### config.mk
export PLATFORM = sky130hd
export DESIGN_NAME = rzad_ring
export DESIGN_NICKNAME = d
export VERILOG_FILES = /design/src/rtl/rzad_pkg.sv /design/src/rtl/rzad_ring.sv
export SDC_FILE = /design/constraint.sdc
export NUM_CORES = 1
export LEC_CHECK = 0
export ABC_CLOCK_PERIOD_IN_PS = 6200
export BUFFER_PORTS_ARGS = -buffer_cell sky130_fd_sc_hd__buf_2
export CORE_MARGIN = 4
export CORE_UTILIZATION = 45
export CTS_BUF_LIST = sky130_fd_sc_hd__clkbuf_16
export DETAILED_ROUTE_END_ITERATION = 10
export GPL_TIMING_DRIVEN = 0
export MAX_ROUTING_LAYER = met4
export RECOVER_POWER = 25
export SETUP_SLACK_MARGIN = 0.15
export SKIP_CTS_REPAIR_TIMING = 1
export SLEW_MARGIN = 20
export SYNTH_ARGS = -nofsm -noshare
export SYNTH_HDL_FRONTEND = slang
export SYNTH_SLANG_ARGS = --single-unit
### constraint.sdc
create_clock -name clk -period 6.2 [get_ports clk]
set_clock_uncertainty 0.1 [all_clocks]
set_input_delay 0.31 -clock clk [delete_from_list [all_inputs] [get_ports clk]]
set_output_delay 0.31 -clock clk [all_outputs]
set_load 0.02 [all_outputs]
### src/rtl/rzad_pkg.sv
// shared types and constants of the rolling z-score anomaly detector
// no dependencies
package rzad_pkg;

  localparam int DATA_W  = 24;
  localparam int ZLIM_W  = 16;
  localparam int WLEN_W  = 7;
  localparam int RUN_W   = 8;
  localparam int SCORE_W = 32;
  localparam int DEN_W   = DATA_W + ZLIM_W;
  localparam int NB_W    = 7;
  localparam int ADDR_W  = 5;
  localparam int APB_W   = 32;

  localparam logic [2:0] REG_HARD_LIMIT    = 3'd0;
  localparam logic [2:0] REG_STAT_FLOOR    = 3'd1;
  localparam logic [2:0] REG_MIN_DEVIATION = 3'd2;
  localparam logic [2:0] REG_Z_LIMIT       = 3'd3;
  localparam logic [2:0] REG_WINDOW_LEN    = 3'd4;
  localparam logic [2:0] REG_RUN_NEEDED    = 3'd5;

  localparam logic [RUN_W-1:0] RUN_MAX = '1;

  typedef struct packed {
    logic            start;
    logic [NB_W-1:0] nbits;
  } div_req_t;

  typedef enum logic [8:0] {
    S_IDLE = 9'b000000001,
    S_MUL  = 9'b000000010,
    S_MEAN = 9'b000000100,
    S_VAR  = 9'b000001000,
    S_SQRT = 9'b000010000,
    S_DEN  = 9'b000100000,
    S_ZDIV = 9'b001000000,
    S_HDIV = 9'b010000000,
    S_FIN  = 9'b100000000
  } state_t;

endpackage

### src/rtl/rzad_ring.sv
// baseline ring memory, one write port and one registered read port
// depends on rzad_pkg
module rzad_ring
  import rzad_pkg::*;
#(
  parameter int DEPTH = 64,
  parameter int AW    = 6
) (
  input  logic              clk,
  input  logic              we,
  input  logic [AW-1:0]     waddr,
  input  logic [DATA_W-1:0] wdata,
  input  logic              re,
  input  logic [AW-1:0]     raddr,
  output logic [DATA_W-1:0] rdata
);

  logic [DATA_W-1:0] mem [DEPTH];
  logic [DATA_W-1:0] rdata_r;

  always_ff @(posedge clk) begin
    if (we) begin
      mem[waddr] <= wdata;
    end
    if (re) begin
      rdata_r <= mem[raddr];
    end
  end

  assign rdata = rdata_r;

endmodule

Yosys cells after proc, flatten, opt, wreduce, memory -nomap -nowiden
Memories as Yosys holds them, arrays and structs flattened. A register that Yosys moved wholly into a read port is not among the register bits.
Cells that the tools add are included.

word-level totals
  input port bits = 39
  logic and storage cells = 3
  memories kept = 1
  output and inout bits = 24
  RAM bits = 1536
  register bits after elaboration = 0

cells by class
  mux-type cells = 2

memories
  memory  words  width  rd ports  clocked after memory_dff  wr ports  RTL line         text
  mem     64     24     1         1                         1         rzad_ring.sv:18  logic [DATA_W-1:0] mem [DEPTH];

operator list
  operator  count
  $mux 1    2

Logic depth before layout (Yosys ltp)
  depth after elaboration = 2
  mapped depth = 9
  gate-level depth less buffers = 5

Least setup slack after synthesis
OpenSTA, ideal clock, no wires.

  kind = in2reg
  from = in waddr[3]
  to = mem mem[48][0] (enable)
  buffers on the path = 1
  data arrival time = 2.472 ns
  library setup time = 0.435 ns
  stages on the path = 4
  setup slack = 3.193 ns
  data required time = 5.665 ns
  cell sequence = clkbuf_1 -> nor2b_1 -> nand4b_1 -> nor3_1

RTL lines
  item             RTL line         text
  start, declared  rzad_ring.sv:11  input logic [AW-1:0] waddr,
  end, declared    rzad_ring.sv:18

No word-level cell before the write port.

==> results_dict.tcl <==
set metrics [dict create \
    pin_count 63 \
    ys_types 39 \
    gp_congestion 0.945 \
    powerDensity_nw_per_um2 320 \
    worst_pin_slew_ns 3.64 \
    wirelength_um 157000 \
    hp-class "in -> reg" \
    htreeDepth 4 \
    area_growth_pct 16.3 \
    drtIter0Drc 3857 \
    ir_drop_uv 313 \
    die_w_um 372 \
    netlist.area_leader.share_pct 78.7 \
    slowest_delay_ns 1.10 \
    rsz0062_at_grt "no" \
    final_common_cell "edfxtp_1" \
    crit_buf_inv 5 \
    core-area_um2 131000 \
    cts_num_sinks 1560 \
    yosys_warnings 0 \
    die_h_um 372 \
    critical_path_class "in -> reg" \
    ys_seq_area_share_pct 78.7 \
    setup_viol 0 \
    synth.area.top_cells "edfxtp_1 (79%), mux4_2 (13%), mux2i_1 (1.6%), mux2_2 (1.0%), a221oi_1 (0.76%)" \
    drc 0 \
    hold_viol 0 \
    grt.total_usage_pct 23.6 \
    dieArea_um2 138000 \
    ant_nets 0 \
    synthCells 2610 \
    row_count 133 \
    fin_hold_ws_ns 0.0854 \
    grt_pass1_vias 29354 \
    clock_latency_ns 0.77 \
    final_cell_mix "edfxtp_1 (1560), mux4_2 (355), clkbuf_16 (162)" \
    initial_utilization_pct 45.3 \
    crit_required_ns 6.61 \
    crit_path_frequent_cell "buf_2" \
    wl_per_cell_um 32.7 \
    fin_setup_tns_ns 0 \
    clock-root-buffer "clkbuf_16" \
    dpl_cell_area_um2 64200 \
    syn-num-nets 2649 \
    dp_hpwl_um 102000 \
    stdcell_area_um2 69300 \
    clk_pin_slew_worst_paths_ns 0.06 \
    fin_nets 2940 \
    grt.overflow.total 0 \
    drive_above_1_share_pct 29.4 \
    num_vias 29090 \
    fmax_ghz 0.280 \
    worst_path_max_delay_cell "a221oi_1" \
    antenna_found_initial 17 \
    cts_tree "done" \
    fillers 10047 \
    period_needed_ns 3.57 \
    grt_max_degree 65 \
    r2r_slack_ns 3.14 \
    endpoint_kind "flip-flop" \
    crit_chain "buf_2, buf_2, buf_2, buf_4, clkbuf_1, a221oi_1, a221oi_1, a31oi_1, o21a_1" \
    critPathArrivalTime_ns 3.99 \
    fin_util_pct 52.7 \
    leakagePower_nw 21.7 \
    fin_total_pwr_mw 22.2 \
    first_pass_iters 5 \
    grt_pass1_wl_um 221000 \
    slew_viol_final 1171 \
    violations "capacitance limit, slew limit" \
    slew_headroom_pct -143 \
    cts_max_path_buffers 3 \
    routed_via_density 6.08 \
    crit_family "buffers and inverters" \
    cp-start-kind "input pin" \
    synth-seq-cells 1560 \
    synth_area_leader_cell "edfxtp_1" \
    drv_cap 18 \
    worstPathMaxFanout 10 \
    io_buffer_count 55 \
    post-route-period-util_pct 57.6 \
    synth_area_um2 59500 \
    numCtsBuffers 154 \
    synth_area_per_cell_um2 22.8 \
    outcome "finished with violations" \
]
## cells in the mapped netlist
master       n
edfxtp_1  1560
mux4_2     355
mux2i_1     95
nor2_1      80
mux2_2      53
o22ai_1     53
a221oi_1    52
buf_2       45
clkbuf_1    44
nand2_1     36
buf_4       31
a22oi_1     29
a21oi_1     22
nand3_1     20
and3_1      16
a31oi_1     13
buf_1       13
o21a_1      13
o21ai_0     12
or3_1       10
nor2b_1      9
buf_6        8
nand2b_1     6
o21ai_1      6
a221o_1      4
and2_1       3
nand3b_1     3
or2_2        3
or3b_2       3
nand4_1      2
nor3_1       2
o211ai_1     2
and2_0       1
and2b_1      1
clkbuf_4     1
clkinv_1     1
inv_2        1
nand4b_1     1
o221ai_1     1
## stage by stage
step / setup slack [ns] / instances
3_5_place_dp: 1.93 / 4493
5_1_grt: 2.74 / 4782
2_1_floorplan: 3.19 / 2610
3_3_place_gp: 1.54 / 4420
6_report: 2.63 / 4788
4_1_cts: 2.76 / 4768
## area by class of cell
cell class,count,area (um2),area share (%)
well taps,1755,2200,3.17
repair buffers,135,2030,2.93
plain buffers,142,769,1.11
multi-input cells,906,12400,17.9
inverters,2,7.51,0.0108
clock inverters,113,940,1.36
diodes,13,32.5,0.0470
clock buffers,162,4050,5.85
flip-flops and latches,1560,46800,67.6
## path summary, 6_finish.rpt
check	from	endpoint	cells past startpoint
worst max-delay path	raddr[1]	rdata[7]$_DFFE_PP_	9
worst min-delay path	wdata[13]	mem[23][13]$_DFFE_PP_	1
worst max register to register	mem[39][7]$_DFFE_PP_	rdata[7]$_DFFE_PP_	5
worst min register to register	mem[34][23]$_DFFE_PP_	rdata[23]$_DFFE_PP_	4
## kinds of logic (layout without fill, tap and decap cells)
group / count (synthesis) / in the layout / synth area share, %
DFF: 1560 / 1560 / 78.7
buffers and inverters: 144 / 554 / 1.31
other: 0 / 13 / 0
muxes: 503 / 503 / 16.0
AOI/OAI and AO/OA: 207 / 207 / 2.43
and+or+nand+nor: 196 / 196 / 1.55
## registers in the layout, indices dropped and copies added (netlist names)
register and flops:
mem 1536, rdata 24
## layer usage
metal	share of wire [%]	global-route usage [%]	vias to the layer above
met4	3.6	8.25	0
met1	39	31.4	15532
met3	9.7	5.49	297
met2	48	36.1	1479
met5	0	-	-
li1	-	-	11782
## power by group
part	leakage [nW]	total, mW	switching [mW]	internal [mW]
Clock	2.53	9.23	3.86	5.37
Sequential	14.1	11.7	0.0249	11.7
Combinational	5.11	1.19	0.799	0.395
Total	21.7	22.2	4.69	17.5
No activity file was read; power rests on OpenSTA's default activity.
