**src/rtl/rzad_pkg.sv**
```systemverilog
// shared types and constants of the rolling z-score anomaly detector
// no dependencies
package rzad_pkg;

  localparam int DATA_W  = 24;
  localparam int ZLIM_W  = 16;
  localparam int WLEN_W  = 7;
  localparam int RUN_W   = 8;
  localparam int SCORE_W = 32;
  localparam int DEN_W   = DATA_W + ZLIM_W;
  localparam int NB_W    = 7;
  localparam int ADDR_W  = 5;
  localparam int APB_W   = 32;

  localparam logic [2:0] REG_HARD_LIMIT    = 3'd0;
  localparam logic [2:0] REG_STAT_FLOOR    = 3'd1;
  localparam logic [2:0] REG_MIN_DEVIATION = 3'd2;
  localparam logic [2:0] REG_Z_LIMIT       = 3'd3;
  localparam logic [2:0] REG_WINDOW_LEN    = 3'd4;
  localparam logic [2:0] REG_RUN_NEEDED    = 3'd5;

  localparam logic [RUN_W-1:0] RUN_MAX = '1;

  typedef struct packed {
    logic            start;
    logic [NB_W-1:0] nbits;
  } div_req_t;

  typedef enum logic [8:0] {
    S_IDLE = 9'b000000001,
    S_MUL  = 9'b000000010,
    S_MEAN = 9'b000000100,
    S_VAR  = 9'b000001000,
    S_SQRT = 9'b000010000,
    S_DEN  = 9'b000100000,
    S_ZDIV = 9'b001000000,
    S_HDIV = 9'b010000000,
    S_FIN  = 9'b100000000
  } state_t;

endpackage

```
**src/rtl/rzad_div.sv**
```systemverilog
// shared restoring divider, one quotient bit per cycle
// depends on rzad_pkg
module rzad_div
  import rzad_pkg::*;
#(
  parameter int DVD_W = 64,
  parameter int DVS_W = 40
) (
  input  logic             clk,
  input  logic             rst_n,
  input  div_req_t         req,
  input  logic [DVD_W-1:0] dvd,
  input  logic [DVS_W-1:0] dvs,
  output logic             busy,
  output logic             done,
  output logic [DVD_W-1:0] quo
);

  localparam int CW = $clog2(DVD_W + 1);

  logic [DVD_W-1:0] dvd_r;
  logic [DVS_W-1:0] dvs_r;
  logic [DVS_W-1:0] rem_r;
  logic [DVD_W-1:0] q_r;
  logic [CW-1:0]    cnt_r;
  logic             busy_r;
  logic             done_r;
  logic [DVS_W:0]   trial;
  logic             fits;
  logic [CW-1:0]    sh;

  assign trial = {rem_r, dvd_r[DVD_W-1]};
  assign fits  = trial >= {1'b0, dvs_r};
  assign sh    = CW'(DVD_W) - CW'(req.nbits);

  always_ff @(posedge clk) begin
    if (!rst_n) begin
      busy_r <= 1'b0;
      done_r <= 1'b0;
      cnt_r  <= '0;
    end else begin
      done_r <= 1'b0;
      if (req.start) begin
        busy_r <= 1'b1;
        cnt_r  <= CW'(req.nbits);
      end else if (busy_r) begin
        cnt_r <= cnt_r - 1'b1;
        if (cnt_r == CW'(1)) begin
          busy_r <= 1'b0;
          done_r <= 1'b1;
        end
      end
    end
  end

  always_ff @(posedge clk) begin
    if (req.start) begin
      dvd_r <= dvd << sh;
      dvs_r <= dvs;
      rem_r <= '0;
      q_r   <= '0;
    end else if (busy_r) begin
      dvd_r <= dvd_r << 1;
      rem_r <= fits ? DVS_W'(trial - {1'b0, dvs_r}) : trial[DVS_W-1:0];
      q_r   <= {q_r[DVD_W-2:0], fits};
    end
  end

  assign busy = busy_r;
  assign done = done_r;
  assign quo  = q_r;

endmodule

```
**config.mk**
```make
export PLATFORM = sky130hd
export DESIGN_NAME = rzad_div
export DESIGN_NICKNAME = d
export VERILOG_FILES = /design/src/rtl/rzad_pkg.sv /design/src/rtl/rzad_div.sv
export SDC_FILE = /design/constraint.sdc
export NUM_CORES = 1
export LEC_CHECK = 0
export BUFFER_PORTS_ARGS = -buffer_cell sky130_fd_sc_hd__clkbuf_2
export CORE_ASPECT_RATIO = 1.2
export CORE_MARGIN = 1
export CORE_UTILIZATION = 60
export CTS_CLUSTER_DIAMETER = 150
export DETAILED_ROUTE_END_ITERATION = 16
export GPL_TIMING_DRIVEN = 0
export PLACE_DENSITY_LB_ADDON = 0.08
export SLEW_MARGIN = 20
export SYNTH_ARGS = -nofsm -noshare
export SYNTH_HDL_FRONTEND = slang
export SYNTH_SLANG_ARGS = --single-unit
```
**constraint.sdc**
```tcl
create_clock -name clk -period 6.3 [get_ports clk]
set_input_delay 0.315 -clock clk [delete_from_list [all_inputs] [get_ports clk]]
set_output_delay 0.315 -clock clk [all_outputs]
set_load 0.03 [all_outputs]
```
# Yosys cells after proc, flatten, opt, wreduce, memory -nomap -nowiden
# Cells that the tools add are included.
[word_totals]
register_bits = 217
latch_bits = 0
ram_bits = 0
romBits = 0
input_bits = 114
out_inout_bits = 66
elab_cells = 26
mem_count = 0
[op_classes]
n_addsub = 3
multipliers = 0
div = 0
magnitude_cmp = 1
n_eq_ne = 1
shifts = 1
n_mux = 9
n_bitwise = 2
reduce_logical = 2
[op_table]
columns = ["cell", "n"]
rows = [
  ["two-way mux 64 bit", 2],
  ["<< shifter 64 x 7 -> 64 bit", 1],
  [">= comparator 41 x 40 -> 1 bit", 1],
  ["two-way mux 40 bit", 1],
  ["subtractor 40 bit", 1],
  ["two-way mux 7 bit", 2],
  ["== test 7 x 1 -> 1 bit, second input constant", 1],
  ["subtractor 7 x 1 -> 7 bit, second input constant", 1],
  ["subtractor 7 bit, first input constant", 1],
  ["two-way mux 1 bit", 4],
  ["OR reduction 3 bit", 1],
  ["NOT 1 bit", 2],
  ["nonzero test 2 bit", 1],
]

# Depth between registers and ports, before layout
[depth]
depth_word = 4
depth_mapped = 17
mapped_depth_nobuf = 12

# Least setup slack after synthesis
# OpenSTA, ideal clock, no wires.
[synth_timing]
path_type = "input -> register"
start = "input req[0] (netlist bit)"
end = "register dvd_r[59] (data pin)"
setup_ns = 0.261
arrival_time_ns = 3.033
required_time_ns = 6.039
path_slack_ns = 3.006
cell_stages = 14
n_path_buf = 6
cell_sequence = "clkbuf_1 buf_2 buf_2 inv_1 ha_1 clkbuf_1 clkbuf_1 buf_2 mux4_2 nand2_1 nand2_1 o21ai_0 o21ai_0 a221o_1"
[synth_between]
elab_chain_cells = 3
[synth_lines]
columns = ["item", "line", "rtl"]
rows = [
  ["start: declaration", "rzad_div.sv:11", "input div_req_t req,"],
  ["subtractor 7 bit", "rzad_div.sv:34", "assign sh = CW'(DVD_W) - CW'(req.nbits);"],
  ["<< shifter 64 x 7 -> 64 bit", "rzad_div.sv:58", "dvd_r <= dvd << sh;"],
  ["two-way mux 64 bit", "rzad_div.sv:57", "if (req.start) begin"],
  ["end signal: assignment", "rzad_div.sv:58", ""],
  ["end signal: assignment", "rzad_div.sv:63", "dvd_r <= dvd_r << 1;"],
  ["end: declaration", "rzad_div.sv:21", "logic [DVD_W-1:0] dvd_r;"],
]
# Every way passes these cells.
# A chain may end at the register's enable or synchronous reset.

# Final worst setup path
[layout_timing]
start = "input req[0] (netlist bit)"
end = "register dvd_r[62] (data pin)"
# Same word-level chain as after synthesis.

==> results.yml <==
place:
  postPlaceCellArea_mm2: 0.01530
  portBuffers: 177
  gp_congestion: 0.9955
  post-dp-hpwl_um: 32630
sta:
  timing.final.hold_violations: 0
  maxClockFrequency_mhz: 233.5
  slew_violations: 0
  fin_skew_ps: 16.91
  rsz0062_at_grt: "no"
  worst_pin_slew_ps: 904.9
  period_minus_slack_ps: 4284
  max-slew-margin-rel: 0.3904
  finalCritPeriodShare: 0.6799
  tns_ps: 0
  setup_viol: 0
clocking:
  cts_made_buffers: 23
  htree_levels: 1
  cts_sinks: 217
  cts_tree: "yes"
  cts_resized: 0
  cts_buffer_depth: 3
  insertion_delay_ps: 530
  clkSlewWorstSetupHoldPaths_ps: 60
  clock-root-buffer: "clkbuf_16"
synthesis:
  ys_ff_latch: 217
  syn_avg_cell_area_um2: 8.970
  synth_nets: 1718
  synth-main-ff-cell: "dfxtp_1"
  synth_cell_types: 66
  synth_async_sr_flop_share: 0
  ys_seq_area_frac: 0.3848
  yosysWarnings: 0
  syn_area_mm2: 0.01399
  synth_edf_count: 104
  netlist_instances: 1560
route:
  drt-wirelength-per-cell_um: 20.31
  drt_iter0_markers: 1026
  routed_via_density: 6.200
  totalWireLength_um: 43260
  ant_nets: 0
  drc_errors: 0
  vias: 13210
  drt_first_pass_iters: 5
worst_setup_path:
  cp_slowest_cell: "o21ai_0"
  worst_r2r_path_depth: 11
  critPathMaxFanout: 10
  r2r_start: "dvs_r[0]"
  cp_data_arrival_time_ps: 4530
  slowest_delay_ps: 560
  r2r_slack_ps: 3030
  cp_cell_sequence: "clkbuf_1 -> buf_2 -> buf_2 -> inv_1 -> ha_1 -> clkbuf_1 -> clkbuf_1 -> buf_2 -> nor2_1 -> a31oi_1 -> o21ai_0 -> o21ai_0 -> nor2_1 -> a21oi_1 -> o221ai_1"
  path_buf_inv: 7
  crit_path_end_kind: "flip-flop"
  critical_path_class: "in2reg"
  cp_top_family: "buffers and inverters"
  worstReg2RegEnd: "rem_r[38]"
  start_kind: "input port"
  worstPathRequired_ps: 6540
final_layout:
  register_area_mm2: 0.005385
  area_delta_synth_final_pct: 17.59
  multi_input_area_mm2: 0.007910
  design_area_mm2: 0.01645
  nFillCells: 1756
  nets: 1960
  layout-drive-gt1-share: 0.1682
power_and_ir_drop:
  leakage_uw: 0.006856
  power.total_uw: 4059
  peakVddDrop_v: 0.0002832
  intPower_uw: 2763
  p_switching_uw: 1295
  power_density_mw_per_mm2: 246.7
  share_comb_of_total_power: 0.264
  swShare: 0.3191
  clockPowerShare: 0.335
  seq_power_share: 0.401
floorplanning:
  coreArea_mm2: 0.02267
  fp.dieH_um: 169.3
  ios: 180
  die_area_mm2: 0.02394
  die_x_um: 141.4
  initial_utilization: 0.6172
  rows: 60
global_routing:
  grt_pass1_vias: 12820
  antenna_found_initial: 1
  grt_start_max_net_pins: 64
  groute.usage.overall: 0.3603
  grt_pass1_wl_um: 66760
  grt_overflow_total: 0
worst_hold_path:
  hold_class: "in2reg"
  min_to: "dvs_r[1]"
  hp-start: "dvs[1]"
  hold_depth: 1
run:
  max_cap_violations: 0
status:
  outcome: "completed"
==> Yosys cell counts, types with 31 or more instances <==
cell	count	area share
a21oi_1	108	0.039
clkbuf_1	72	0.019
dfxtp_1	113	0.16
edfxtp_1	104	0.22
ha_1	43	0.038
inv_1	59	0.016
mux2i_1	126	0.090
mux4_2	32	0.052
nand2_1	213	0.057
nor2_1	200	0.054
o21ai_0	76	0.027
o2bb2ai_1	31	0.019
==> state kept, by name, summed over array words and instances, names as in the netlist <==
name / flops
dvd_r: 64
quo: 64
dvs_r: 40
rem_r: 40
cnt_r: 7
busy: 1
done: 1
==> cell type report <==
class                           count  share of cell area
Clock inverter                     15            0.009201
Sequential cell                   217              0.3273
Antenna cell                        1           0.0001521
Buffer                            115             0.02874
Multi-Input combinational cell   1168              0.4807
Clock buffer                       27             0.03711
Tap cell                          310             0.02357
Timing Repair Buffer              217             0.07939
Inverter                           60             0.01384
==> kinds of logic after synthesis <==
logic type               Yosys count  synth area share
adder cells (fa/ha/maj)           44           0.03988
AND/OR/NAND/NOR                  503            0.1492
XOR/XNOR                          47           0.02942
multiplexers                     171            0.1521
flip-flops                       217            0.3848
AO/OA/AOI/OAI                    403            0.1947
buffers and inverters            175           0.04989
==> how the worst max path moves through the flow <==
stage	slack (ps)	depth (start not counted)	endpoint	start
final	2020	15	dvd_r[62]	req[0]
after detailed placement	1610	15	dvd_r[62]	req[0]
after global placement	1630	15	dvd_r[62]	req[0]
after floorplan	3010	14	dvd_r[59]	req[0]
after global routing	1810	15	dvd_r[62]	req[0]
after CTS	2130	15	dvd_r[62]	req[0]
==> worst register-to-register path, delay by kind of cell (launching register included) <==
family | cells | cell delay (ps)
muxes | 1 | 230
and+or+nand+nor | 1 | 230
AOI/OAI and AO/OA | 7 | 1560
adders and majority gates | 2 | 640
DFF | 1 | 460
==> timing repair <==
item	in CTS	in global routing
endpoints found under the hold margin	37	2
buffers inserted	0	0
hold buffers	37	2
==> stage by stage <==
step,utilization,std cells,setup WS [ps],hold WS [ps]
detailed placement,0.6748,2048,1606,485.0
global route,0.7258,2130,1815,10.91
finish,0.7258,2130,2016,28.49
global placement,0.6734,2047,1631,483.3
CTS,0.7248,2127,2128,0.4370
floorplan,-,1560,3006,413.9
==> layout by cell type, fill, tap and decap left out, types with 24 or more instances in the layout <==
| cell | count |
|---|---|
| dlygate4sd3_1 | 39 |
| o21ai_0 | 76 |
| edfxtp_1 | 104 |
| nor2_1 | 200 |
| a211oi_1 | 24 |
| nand2_1 | 213 |
| dfxtp_1 | 113 |
| buf_2 | 27 |
| ha_1 | 43 |
| clkbuf_1 | 74 |
| clkbuf_2 | 176 |
| a21oi_1 | 108 |
| xnor2_1 | 30 |
| o2bb2ai_1 | 31 |
| mux2i_1 | 126 |
| inv_1 | 58 |
| mux4_2 | 32 |
==> power groups by stage <==
| stage | logic [uW] | registers [uW] | clock network, uW |
|---|---|---|---|
| after floorplan | 702 | 1650 | 0 |
| after global placement | 1010 | 1650 | 0 |
| after detailed placement | 1020 | 1650 | 0 |
| after CTS | 1050 | 1630 | 1370 |
| after global routing | 1150 | 1640 | 1430 |
| final | 1070 | 1630 | 1360 |
==> layer usage <==
layer / vias up / track usage / part of all wire
li1: 6170 / - / -
met1: 6234 / 0.3958 / 0.36
met2: 618 / 0.6698 / 0.52
met3: 184 / 0.03809 / 0.056
met4: 0 / 0.2118 / 0.063
met5: - / 0 / 0
No activity file was read; power rests on OpenSTA's default activity.
