`src/rtl/rzad_pkg.sv`:
```
// shared types and constants of the rolling z-score anomaly detector
// no dependencies
package rzad_pkg;

  localparam int DATA_W  = 24;
  localparam int ZLIM_W  = 16;
  localparam int WLEN_W  = 7;
  localparam int RUN_W   = 8;
  localparam int SCORE_W = 32;
  localparam int DEN_W   = DATA_W + ZLIM_W;
  localparam int NB_W    = 7;
  localparam int ADDR_W  = 5;
  localparam int APB_W   = 32;

  localparam logic [2:0] REG_HARD_LIMIT    = 3'd0;
  localparam logic [2:0] REG_STAT_FLOOR    = 3'd1;
  localparam logic [2:0] REG_MIN_DEVIATION = 3'd2;
  localparam logic [2:0] REG_Z_LIMIT       = 3'd3;
  localparam logic [2:0] REG_WINDOW_LEN    = 3'd4;
  localparam logic [2:0] REG_RUN_NEEDED    = 3'd5;

  localparam logic [RUN_W-1:0] RUN_MAX = '1;

  typedef struct packed {
    logic            start;
    logic [NB_W-1:0] nbits;
  } div_req_t;

  typedef enum logic [8:0] {
    S_IDLE = 9'b000000001,
    S_MUL  = 9'b000000010,
    S_MEAN = 9'b000000100,
    S_VAR  = 9'b000001000,
    S_SQRT = 9'b000010000,
    S_DEN  = 9'b000100000,
    S_ZDIV = 9'b001000000,
    S_HDIV = 9'b010000000,
    S_FIN  = 9'b100000000
  } state_t;

endpackage

```
`src/rtl/rzad_sqrt.sv`:
```
// integer square root, one result bit per cycle
// depends on rzad_pkg
module rzad_sqrt
  import rzad_pkg::*;
#(
  parameter int X_W = 64
) (
  input  logic             clk,
  input  logic             rst_n,
  input  logic             start,
  input  logic [X_W-1:0]   x,
  output logic             done,
  output logic [X_W/2-1:0] root
);

  localparam int CW = $clog2(X_W / 2 + 1);

  logic [X_W-1:0] x_r;
  logic [X_W-1:0] res_r;
  logic [X_W-1:0] bit_r;
  logic [CW-1:0]  cnt_r;
  logic           busy_r;
  logic           done_r;
  logic [X_W-1:0] tst;

  assign tst = res_r + bit_r;

  always_ff @(posedge clk) begin
    if (!rst_n) begin
      busy_r <= 1'b0;
      done_r <= 1'b0;
      cnt_r  <= '0;
    end else begin
      done_r <= 1'b0;
      if (start) begin
        busy_r <= 1'b1;
        cnt_r  <= CW'(X_W / 2);
      end else if (busy_r) begin
        cnt_r <= cnt_r - 1'b1;
        if (cnt_r == CW'(1)) begin
          busy_r <= 1'b0;
          done_r <= 1'b1;
        end
      end
    end
  end

  always_ff @(posedge clk) begin
    if (start) begin
      x_r   <= x;
      res_r <= '0;
      bit_r <= X_W'(1) << (X_W - 2);
    end else if (busy_r) begin
      if (x_r >= tst) begin
        x_r   <= x_r - tst;
        res_r <= (res_r >> 1) + bit_r;
      end else begin
        res_r <= res_r >> 1;
      end
      bit_r <= bit_r >> 2;
    end
  end

  assign done = done_r;
  assign root = res_r[X_W/2-1:0];

endmodule

```
`config.mk`:
```
export PLATFORM = sky130hd
export DESIGN_NAME = rzad_sqrt
export DESIGN_NICKNAME = d
export VERILOG_FILES = /design/src/rtl/rzad_pkg.sv /design/src/rtl/rzad_sqrt.sv
export SDC_FILE = /design/constraint.sdc
export NUM_CORES = 1
export LEC_CHECK = 0
export BUFFER_PORTS_ARGS = -buffer_cell sky130_fd_sc_hd__buf_2
export CORE_MARGIN = 1
export CORE_UTILIZATION = 40
export CTS_CLUSTER_DIAMETER = 120
export DETAILED_ROUTE_END_ITERATION = 8
export SYNTH_ARGS = -nofsm -noshare
export SYNTH_HDL_FRONTEND = slang
export SYNTH_SLANG_ARGS = --single-unit
export TNS_END_PERCENT = 30
```
`constraint.sdc`:
```
create_clock -name clk -period 13 [get_ports clk]
set_input_delay 2.6 -clock clk [delete_from_list [all_inputs] [get_ports clk]]
set_output_delay 2.6 -clock clk [all_outputs]
set_load 0.1 [all_outputs]
```
# After elaboration in Yosys (flattened, before gate mapping)

Index checks and enable logic that the tools add are counted.

Bits in registers: 168
Bits of input ports: 67
Output and inout bits: 33
Word-level logic and storage cells: 30

Add/sub/neg operators: 4
Magnitude comparators: 1
Equal/unequal tests: 1
Muxes and demuxes: 10
Bitwise gates (word level): 2
Reductions and logical operators: 5

Operators by type and width:

| kind                | number |
|---|---|
| $mux 64             | 4 |
| $add 63x63->64      | 1 |
| $add 64x63->64      | 1 |
| $ge 64x64->1        | 1 |
| $sub 64x64->64      | 1 |
| $mux 6              | 2 |
| $eq 6x1->1 const B  | 1 |
| $sub 6x1->6 const B | 1 |
| $mux 1              | 4 |
| $reduce_bool 2->1   | 2 |
| $reduce_or 3->1     | 1 |
| $not 1->1           | 2 |
| $reduce_and 2->1    | 1 |
| $reduce_or 2->1     | 1 |

# Longest topological paths before layout

Gate-level depths: netlist of run 1.

Depth after elaboration: 5
Gate-level depth with buffers: 26
Depth with buffers taken out: 23

# Worst setup path before layout of run 1

Ideal clock, no wire load.

Path kind: flip-flop to flip-flop
Start point: reg res_r[2]
End point: reg x_r[0] (enable)
Library setup time: 0.574 ns
Data arrival time: 8.943 ns
Data required time: 12.426 ns
Path slack: 3.482 ns
Stages on the path, launching flop included: 23
Path buffers: 3
Period minus slack after synthesis: 9.518 ns
Cells stage by stage: dfxtp_1 > ha_1 > a31oi_2 > a211oi_2 > a21oi_2 > o41ai_2 > a41o_2 > a31o_4 > a211oi_2 > o21bai_1 > a31oi_1 > xor2_1 > ha_1 > clkbuf_1 > and3_1 > nand2_1 > nor4_2 > inv_1 > o21ai_0 > a31oi_4 > buf_4 > buf_2 > o21ai_0

Word-level cells in the longest chain between the ends: 4

RTL lines:

| what                        | line            | RTL |
|---|---|---|
| start, declared             | rzad_sqrt.sv:19 | `logic [X_W-1:0] res_r;` |
| start signal, assigned      | rzad_sqrt.sv:56 | `res_r <= (res_r >> 1) + bit_r;` |
| start signal, assigned      | rzad_sqrt.sv:58 | `res_r <= res_r >> 1;` |
| $add 64x63->64              | rzad_sqrt.sv:26 | `assign tst = res_r + bit_r;` |
| $ge 64x64->1                | rzad_sqrt.sv:54 | `if (x_r >= tst) begin` |
| $reduce_bool 2->1 (no line) | n/a             |  |
| $reduce_and 2->1 (no line)  | n/a             |  |
| end signal, assigned        | rzad_sqrt.sv:55 | `x_r <= x_r - tst;` |
| end, declared               | rzad_sqrt.sv:18 | `logic [X_W-1:0] x_r;` |

No other way between the ends.
A chain may end at the register's enable or synchronous reset.

# Final worst setup path of run 1

Start point: reg res_r[0]
End point: reg x_r[63] (enable)

Same word-level chain as after synthesis.

==> flow_summary_export.csv, run 1 <==
group,metric,value,unit
worst_setup_path,crit_slowest_cell,"nor4_1",
synthesis,syn_area,0.0157,sq mm
clocking,numCtsBuffers,17,
power,p_comb_share,57.9,%
clocking,clk_latency,0.47,ns
sta,fin_crit,7.52,ns
worst_setup_path,cp.arrival,7.61,ns
synthesis,async_reset_ff_share,0,%
sta,finalHoldViolCount,0,
clocking,postCtsSetupBuffers,0,
placed_design,place_hpwl,35000,um
sta,fmax,133,MHz
global_routing,gr-total-overflow,0,
global_routing,antenna_found_initial,1,
power,seqPwrFrac,25.7,%
synthesis,synth_top_family_by_area,"compound AO/OA/AOI/OAI gates",
power,clockPowerShare,16.4,%
synthesis,synthAdderAreaFrac,10.6,%
synthesis,synth_top_area_share,13.2,%
floorplanning,die_w,200,um
run_status,status,"complete, no violations",
synthesis,yosys.area_share.simple,18.4,%
power,p_int,1.66,mW
routing,vias,14465,
cells_and_area,fill_cells,3984,
clocking,cts_resized,0,
worst_setup_path,startpoint_type,"flip-flop",
sta,setup_viol,0,
sta,finalSetupTns,0,ns
worst_setup_path,r2r-start,"res_r[0]",
worst_setup_path,required,13.08,ns
synthesis,muxShareOfSynthArea,3.95,%
synthesis,synth_area_leaders,"dfxtp_1 (13%), edfxtp_1 (12%), ha_1 (10%)",
power,power_density,187,mW/mm^2
synthesis,avgSynthCellArea,8.01,sq um
power,total_leakage_power,6.45,nW
sta,rsz0062_at_grt,"no",
power,switching_share,47.3,%
routing,drc,0,
worst_setup_path,critPathKind,"reg -> reg",
synthesis,synth-edff-count,64,
synthesis,synth-xor-area-share,8.24,%
floorplanning,die_area,0.0401,sq mm
placed_design,port_buffers,99,
cells_and_area,drive_gt1_share,11.0,%
power,p_sw,1.49,mW
global_routing,first_global_vias,13789,
power,total_power,3.14,mW
sta,tightest_slew,1.21,ns
cells_and_area,post-route-util,43.5,%
worst_setup_path,setup.worst_path.start,"res_r[0]",
clocking,clock-sinks,168,
cells_and_area,nets,2156,
worst_hold_path,hp-start,"cnt_r[1]",
clocking,cts_hold_buf,0,
clocking,clock_path_buffers,2,
routing,detail_route.wl_per_cell,18.5,um
routing,drtPass1Iterations,8,
cells_and_area,area_growth,6.98,%
placed_design,pre_cts_ws,5.46,ns
cells_and_area,multi_input_area,0.0109,sq mm
clocking,htreeDepth,4,
synthesis,seq_area_frac_synth,25.4,%
routing,wirelength,46000,um
floorplanning,initial_core_util,40.6,%
synthesis,ys_ff_latch,168,
synthesis,synth_nets,2165,
worst_setup_path,crit_path_end_kind,"flip-flop",
global_routing,grt_max_degree,84,
sta,relSlewSlack,18.9,%
job,cap_violations,0,
cells_and_area,ff_latch_area,0.00401,sq mm
sta,skew,0.0129,ns
worst_setup_path,critPathMaxFanout,64,
placed_design,placedCellCount,2455,
floorplanning,io_pins,100,
routing,final_antenna_net_count,0,
synthesis,netlist-cell-type-count,96,
floorplanning,fp.dieH,200,um
worst_hold_path,hold_path_class,"reg -> reg",
routing,vias_per_cell,5.82,
sta,worst_slack,5.48,ns
clocking,cts.clk_slew.worst_paths,0.07,ns
synthesis,synth_compound_area_share,27.8,%
sta,maxSlewViolCount,0,
global_routing,grt_use_total,22.8,%
worst_setup_path,crit_chain,"ha_1, ha_1, a21oi_1, o21bai_1, a31o_2, a21oi_1, o211a_1, o31ai_1, a31oi_1, nor2_1, o21ai_0, o21ai_0, ha_1, nand2_1, nor4_1, nand4_1, o21ai_0, a311oi_1, nand3_1, a31oi_4, buf_4, o21ai_4, buf_4",
placed_design,place_congestion,0.948,
clocking,cts_tree,"done",
clocking,root_buffer,"clkbuf_16",
floorplanning,core-area,0.0387,sq mm
floorplanning,rows,72,
synthesis,ys_warn_count,0,
synthesis,synth_top_area_cell,"dfxtp_1",
power,peakVddDrop,0.120,mV
synthesis,syn_inst,1965,
global_routing,grt_pass1_wl,74300,um
cells_and_area,antenna_cells,0,
routing,drt_iter0_markers,1046,
worst_setup_path,critPathMaxStageDelay,1.02,ns
synthesis,ys_dominant_reg_cell,"dfxtp_1",
sta,fin_crit_sh,57.9,%
cells_and_area,final_cells,2487,
[flip-flops by register name, indices dropped and copies added (netlist names)]
| signal | count |
|---|---|
| res_r | 64 |
| x_r | 64 |
| bit_r | 32 |
| cnt_r | 6 |
| busy_r | 1 |
| done | 1 |
[through the flow]
step                cell area (sq um)  hold slack [ns]
floorplan                       15700            0.469
global placement                16300            0.483
detailed placement              16300            0.494
CTS                             16800            0.501
global route                    16800            0.514
finish                          16800            0.506
[path summary, 6_finish.rpt]
path                    to  slack [ns]  cells after the start
setup reg to reg   x_r[63]        5.48                     23
setup / recovery   x_r[63]        5.48                     23
hold reg to reg   cnt_r[1]        0.51                      2
hold / removal    cnt_r[1]        0.51                      2
[cell type report]
class | instances | area share, %
Clock buffer | 22 | 2.94
Clock inverter | 10 | 0.476
Inverter | 44 | 0.981
Multi-Input combinational cell | 1617 | 64.6
Sequential cell | 168 | 23.8
Tap cell | 518 | 3.85
Timing Repair Buffer | 108 | 3.38
[Yosys cell counts (9+ instances only)]
library cell,number
nand2_1,213
nor2_1,202
o21ai_0,181
ha_1,132
a21oi_1,117
dfxtp_1,104
xnor2_1,82
clkbuf_1,71
xor2_1,66
a31oi_1,65
edfxtp_1,64
a21o_1,54
mux2i_1,52
inv_1,44
buf_4,42
nand4_1,38
a211oi_1,34
o21bai_1,30
or3_1,29
nor3_1,25
a311oi_1,23
nand3_1,22
o21a_1,22
nor2b_1,19
a31o_2,16
o31ai_1,15
buf_2,14
nand2b_1,14
and2_1,11
a221oi_1,9
and3_1,9
mux2_2,9
[worst max-delay path, delay by kind of cell (launching register included)]
kind,cells,cell delay (ns)
AOI/OAI and AO/OA,13,2.78
and+or+nand+nor,5,2.01
buffers and inverters,2,1.00
adders and majority gates,3,0.86
DFF,1,0.33
[logic make-up after synthesis]
family                     after synthesis
AOI/OAI and AO/OA                      651
and+or+nand+nor                        624
buffers and inverters                  180
DFF                                    168
xor gates and xnor gates               148
adders and majority gates              133
muxes                                   61
[per-layer routing]
layer  up-vias  global-route usage, %  share of wire (%)
li1       7216                      -                  -
met1      6866                   31.1                 48
met4         2                   5.43                1.4
met3        43                   3.84                4.5
met5         -                      0              0.017
met2       338                   37.6                 47
[layout by cell type (no fill, tap or decap), types with 16 or more instances in the layout]
master / n
a211oi_1: 34
a21o_1: 54
a21oi_1: 117
a311oi_1: 23
a31o_2: 16
a31oi_1: 65
buf_2: 98
clkbuf_16: 17
dfxtp_1: 103
edfxtp_1: 64
ha_1: 132
inv_1: 44
mux2i_1: 52
nand2_1: 213
nand3_1: 22
nand4_1: 38
nor2_1: 202
nor2b_1: 19
nor3_1: 25
o21a_1: 22
o21ai_0: 180
o21bai_1: 30
or3_1: 29
xnor2_1: 82
xor2_1: 66
[power by group through the flow]
stage / sequential (mW) / clock [mW] / combinational [mW]
after global placement: 0.817 / 0 / 1.79
after CTS: 0.808 / 0.530 / 1.80
after global routing: 0.822 / 0.551 / 2.01
after detailed placement: 0.815 / 0 / 1.79
final: 0.807 / 0.516 / 1.82
after floorplan: 0.768 / 0 / 1.47
(Power assumes the default switching activity.)
==> run 2, diff against run 1 <==
==> constraint.sdc (replaced) <==
create_clock -name clk -period 6.06 [get_ports clk]
set_input_delay 1.212 -clock clk [delete_from_list [all_inputs] [get_ports clk]]
set_output_delay 1.212 -clock clk [all_outputs]
set_load 0.1 [all_outputs]
==> flow_summary_export.csv, run 2 (same netlist as run 1, synthesis figures left out) <==
group,metric,value,unit
run_status,status,"complete, no violations",
clocking,cts_hold_buf,0,
sta,skew,0.0170,ns
floorplanning,initial_core_util,40.6,%
cells_and_area,nets,2223,
global_routing,antenna_found_initial,0,
clocking,root_buffer,"clkbuf_16",
floorplanning,die_area,0.0401,sq mm
worst_setup_path,crit_path_end_kind,"flip-flop",
clocking,htreeDepth,4,
cells_and_area,final_area,0.0176,sq mm
clocking,cts.clk_slew.worst_paths,0.07,ns
floorplanning,io_pins,100,
routing,final_antenna_net_count,0,
routing,drc,0,
worst_setup_path,critPathTopFamily,"compound AO/OA/AOI/OAI gates",
sta,maxSlewViolCount,0,
floorplanning,fp.dieH,200,um
global_routing,gr-total-overflow,0,
power,peakVddDrop,0.200,mV
cells_and_area,top_regs,"res_r (64), x_r (64), bit_r (32)",
global_routing,grt_use_total,23.2,%
global_routing,grt_max_degree,85,
floorplanning,rows,72,
sta,rsz0062_at_grt,"no",
placed_design,port_buffers,99,
placed_design,place_congestion,0.907,
power,total_leakage_power,6.87,nW
sta,worst_slack,0.224,ns
routing,drt_iter0_markers,897,
placed_design,placedCellCount,2519,
power,clockPowerShare,16.3,%
worst_setup_path,cp_num_cells,24,
worst_setup_path,required,6.39,ns
clocking,numCtsBuffers,17,
worst_hold_path,hold_path_class,"reg -> reg",
worst_setup_path,critPathKind,"reg -> reg",
clocking,clock_path_buffers,2,
sta,fin_crit,5.84,ns
power,p_int,3.85,mW
worst_setup_path,critPathBufInv,4,
power,p_sw,3.31,mW
sta,fin_crit_sh,96.3,%
worst_setup_path,crit_slowest_cell,"ha_1",
power,p_comb_share,60.1,%
power,total_power,7.16,mW
sta,finalHoldViolCount,0,
cells_and_area,multi_input_area,0.0110,sq mm
placed_design,place_hpwl,35700,um
floorplanning,die_w,200,um
sta,finalSetupTns,0,ns
routing,detail_route.wl_per_cell,18.3,um
clocking,clk_latency,0.47,ns
cells_and_area,area_growth,11.6,%
sta,fmax,171,MHz
sta,setup_viol,0,
worst_setup_path,crit_chain,"ha_1, a31oi_4, a211oi_4, a21oi_4, o41ai_4, buf_4, a41o_4, inv_1, o21ai_0, a31oi_1, xor2_1, ha_1, a21o_1, o21bai_1, a21oi_2, o21ai_0, a311oi_2, nand3_2, a31oi_4, buf_12, buf_12, mux2_2, mux2i_1, nor2_1",
worst_hold_path,hold_depth,2,
routing,vias_per_cell,5.72,
worst_setup_path,worst-r2r-cell-count,24,
worst_setup_path,cp.arrival,6.17,ns
cells_and_area,final_common_cell,"nand2_1",
cells_and_area,final_cell_mix,"nand2_1 (213), nor2_1 (202), o21ai_0 (179)",
sta,tightest_slew,0.894,ns
power,power_density,408,mW/mm^2
routing,vias,14608,
clocking,cts_tree,"done",
cells_and_area,antenna_cells,0,
routing,wirelength,46600,um
routing,drtPass1Iterations,8,
floorplanning,core-area,0.0387,sq mm
global_routing,grt_pass1_wl,75700,um
power,seqPwrFrac,23.6,%
placed_design,pre_cts_ws,-0.364,ns
job,cap_violations,0,
power,switching_share,46.2,%
cells_and_area,drive_gt1_share,14.5,%
worst_setup_path,critPathMaxFanout,30,
cells_and_area,final_cells,2554,
clocking,clock-sinks,168,
sta,relSlewSlack,40.4,%
worst_setup_path,startpoint_type,"flip-flop",
cells_and_area,ff_latch_area,0.00401,sq mm
worst_setup_path,critPathMaxStageDelay,0.38,ns
global_routing,first_global_vias,14124,
placed_design,placed_area,0.0168,sq mm
cells_and_area,fill_cells,3903,
[run 2: cell types whose count changed in the layout (fill, tap and decap cells not counted), moves of 2 or more]
cell       before  now
a31oi_1        65   63
buf_4           9   69
clkbuf_8        5    1
a21oi_1       117  114
bufinv_16       0    2
a21oi_2         5    7
buf_12          0    7
[run 2: power by group through the flow]
stage | Combinational (mW) | Clock, mW | Sequential, mW
after detailed placement | 4.19 | 0 | 1.70
after global routing | 4.72 | 1.24 | 1.72
after global placement | 4.16 | 0 | 1.71
after CTS | 4.25 | 1.19 | 1.69
final | 4.30 | 1.16 | 1.69
after floorplan | 3.17 | 0 | 1.64
[run 2: final cells by class]
type	count	share of cell area, %
clock buffer	18	2.50
clock inverter	14	0.912
inverter	44	0.941
multi-input combinational	1617	62.5
sequential	168	22.8
tap	518	3.69
timing repair buffer	175	6.60
[run 2: worst reg2reg max path: cells and delay by family (launching register included)]
family / cells / cell delay (ns)
simple gates: 2 / 0.30
fa+ha+maj: 2 / 0.68
flops: 1 / 0.34
xor+xnor: 1 / 0.17
mux: 2 / 0.49
compound gates: 13 / 3.11
buf+inv: 4 / 0.62
[run 2: per-layer routing]
metal | global-route usage (%) | up-vias | part of all wire (%)
met5 | 0 | - | 0
met4 | 5.59 | 0 | 1.7
met3 | 4.20 | 49 | 4.6
met2 | 38.0 | 329 | 46
met1 | 31.5 | 6896 | 47
li1 | - | 7334 | -
[run 2: final timing paths]
check	start	endpoint	slack [ns]
min	cnt_r[1]	cnt_r[1]	0.50
min reg2reg	cnt_r[1]	cnt_r[1]	0.50
max reg2reg	bit_r[2]	res_r[26]	0.22
max	bit_r[2]	res_r[26]	0.22
[run 2: per-stage QoR]
stage | hold WS, ns | utilization, %
global placement | 0.481 | 43.4
detailed placement | 0.491 | 43.4
floorplan | 0.469 | -
CTS | 0.502 | 45.1
finish | 0.501 | 45.3
global route | 0.532 | 45.3
[run 2: timing repair]
action | 4_1_cts | 5_1_grt
gates cloned | 0 | 0
gates resized for setup | 4 | 15
pin swaps | 1 | 4
hold endpoints to repair | 0 | 0
buffers inserted | 1 | 2
endpoints found under the setup margin | 127 | 133
==> run 3, diff against run 2 <==
--- a/config.mk
+++ b/config.mk
@@ -10,6 +10,7 @@
 export CORE_UTILIZATION = 40
 export CTS_CLUSTER_DIAMETER = 120
 export DETAILED_ROUTE_END_ITERATION = 8
+export PLACE_DENSITY_LB_ADDON = 0.08
 export SYNTH_ARGS = -nofsm -noshare
 export SYNTH_HDL_FRONTEND = slang
 export SYNTH_SLANG_ARGS = --single-unit
==> flow_summary_export.csv, run 3 (same netlist as run 1, synthesis figures left out) <==
group,metric,value,unit
sta,tightest_slew,0.992,ns
cells_and_area,final_cell_mix,"nand2_1 (213), nor2_1 (202), o21ai_0 (176)",
sta,finalSetupTns,0,ns
routing,detail_route.wl_per_cell,19.1,um
sta,finalHoldViolCount,0,
job,cap_violations,0,
routing,drc,0,
clocking,clk_latency,0.47,ns
cells_and_area,drive_gt1_share,14.1,%
sta,fin_crit,5.79,ns
worst_setup_path,critPathTopFamily,"compound AO/OA/AOI/OAI gates",
worst_hold_path,hold_path_class,"reg -> reg",
run_status,status,"complete, no violations",
routing,drtPass1Iterations,6,
worst_hold_path,hp-start,"cnt_r[1]",
worst_setup_path,crit_slowest_cell,"dfxtp_1",
routing,final_antenna_net_count,0,
power,power_density,416,mW/mm^2
worst_setup_path,critPathKind,"reg -> reg",
sta,setup_viol,0,
global_routing,gr-total-overflow,0,
clocking,cts.clk_slew.worst_paths,0.08,ns
floorplanning,core-area,0.0387,sq mm
clocking,root_buffer,"clkbuf_16",
routing,wirelength,48600,um
worst_setup_path,critPathBufInv,6,
worst_setup_path,r2r-start,"res_r[4]",
cells_and_area,nets,2211,
worst_setup_path,setup.worst_path.start,"res_r[4]",
floorplanning,die_w,200,um
global_routing,grt_use_total,23.6,%
worst_setup_path,worst_path_most_repeated_cell,"buf_4",
worst_setup_path,reg2reg_setup_slack,0.27,ns
worst_setup_path,cp.arrival,6.16,ns
placed_design,port_buffers,99,
placed_design,placed_area,0.0167,sq mm
sta,skew,0.0166,ns
floorplanning,io_pins,100,
clocking,clock_path_buffers,2,
sta,relSlewSlack,33.2,%
cells_and_area,ff_latch_area,0.00401,sq mm
routing,vias_per_cell,5.72,
global_routing,first_global_vias,14061,
worst_setup_path,startpoint_type,"flip-flop",
sta,fmax,173,MHz
placed_design,place_hpwl,36500,um
cells_and_area,area_growth,11.7,%
cells_and_area,final_area,0.0176,sq mm
floorplanning,rows,72,
cells_and_area,antenna_cells,0,
floorplanning,fp.dieH,200,um
global_routing,antenna_found_initial,0,
sta,worst_slack,0.270,ns
floorplanning,initial_core_util,40.6,%
worst_setup_path,crit_chain,"ha_1, a211oi_1, a211oi_4, a21oi_2, buf_4, o21ai_0, a31o_2, a31oi_1, xor2_1, ha_1, nand4_1, nor4_2, buf_4, nand4_1, buf_4, o21ai_1, a311oi_2, nand3_2, a31oi_4, buf_12, buf_12, clkbuf_16, or3_1, a311oi_1",
worst_setup_path,crit_path_end_kind,"flip-flop",
placed_design,place_congestion,0.887,
clocking,clock-sinks,168,
power,total_power,7.30,mW
worst_setup_path,critPathMaxStageDelay,0.44,ns
cells_and_area,fill_cells,3908,
global_routing,grt_pass1_wl,76000,um
global_routing,grt_max_degree,110,
routing,vias,14534,
routing,drt_iter0_markers,834,
cells_and_area,post-route-util,45.4,%
power,total_leakage_power,6.83,nW
cells_and_area,multi_input_area,0.0110,sq mm
worst_setup_path,critPathMaxFanout,32,
power,peakVddDrop,0.243,mV
worst_setup_path,required,6.43,ns
floorplanning,die_area,0.0401,sq mm
cells_and_area,top_regs,"res_r (64), x_r (64), bit_r (32)",
clocking,cts_tree,"done",
sta,maxSlewViolCount,0,
clocking,htreeDepth,4,
cells_and_area,final_common_cell,"nand2_1",
placed_design,pre_cts_ws,-0.314,ns
clocking,numCtsBuffers,17,
sta,fin_crit_sh,95.5,%
[run 3: changes by cell type in the layout (fill, tap and decap cells not counted), moves of 3 or more]
cell and change:
o21ai_0 -3, ha_1 -4, ha_2 +3, clkinv_4 +3, clkbuf_16 +5, buf_4 -16
[run 3: layer usage]
metal | global-route usage [%] | share of wire, %
met1 | 31.5 | 47
met2 | 39.3 | 47
met3 | 3.76 | 4.1
met4 | 6.65 | 2.1
met5 | 0 | 0
[run 3: layout make-up]
type | count | area share [%]
flip-flops and latches | 168 | 22.8
repair buffers | 163 | 6.46
clock inverters | 11 | 0.712
multi-input cells | 1617 | 62.5
inverters | 44 | 0.940
well taps | 518 | 3.69
clock buffers | 21 | 2.86
[run 3: worst reg2reg max path: cells and delay by family, from the launching register on]
family                     cells  cell delay (ns)
buffers and inverters          6             1.02
AOI/OAI and AO/OA             10             2.11
and+or+nand+nor                5             1.29
adders and majority gates      2             0.73
DFF                            1             0.44
xor gates and xnor gates       1             0.12
[run 3: report_power, final]
group | internal [mW] | switching (mW) | total, mW
Combinational | 1.77 | 2.63 | 4.40
Sequential | 1.50 | 0.193 | 1.70
Clock | 0.652 | 0.548 | 1.20
Total | 3.93 | 3.37 | 7.30
[run 3: path summary, 6_finish.rpt]
path | end | cells past startpoint
hold reg to reg | cnt_r[1] | 2
hold / removal | cnt_r[1] | 2
setup / recovery | res_r[11] | 24
setup reg to reg | res_r[11] | 24
[run 3: timing repair]
item	CTS	global route
hold endpoints to repair	0	0
buffers inserted	0	7
gates resized for setup	7	17
gates cloned	0	3
endpoints found under the setup margin	129	141
pin swaps	0	11
hold buffers	0	0
[run 3: per-stage QoR]
step | hold slack [ns] | cells
2_1_floorplan | 0.469 | 1965
3_3_place_gp | 0.486 | 2500
3_5_place_dp | 0.500 | 2500
4_1_cts | 0.511 | 2532
5_1_grt | 0.570 | 2542
6_report | 0.512 | 2542
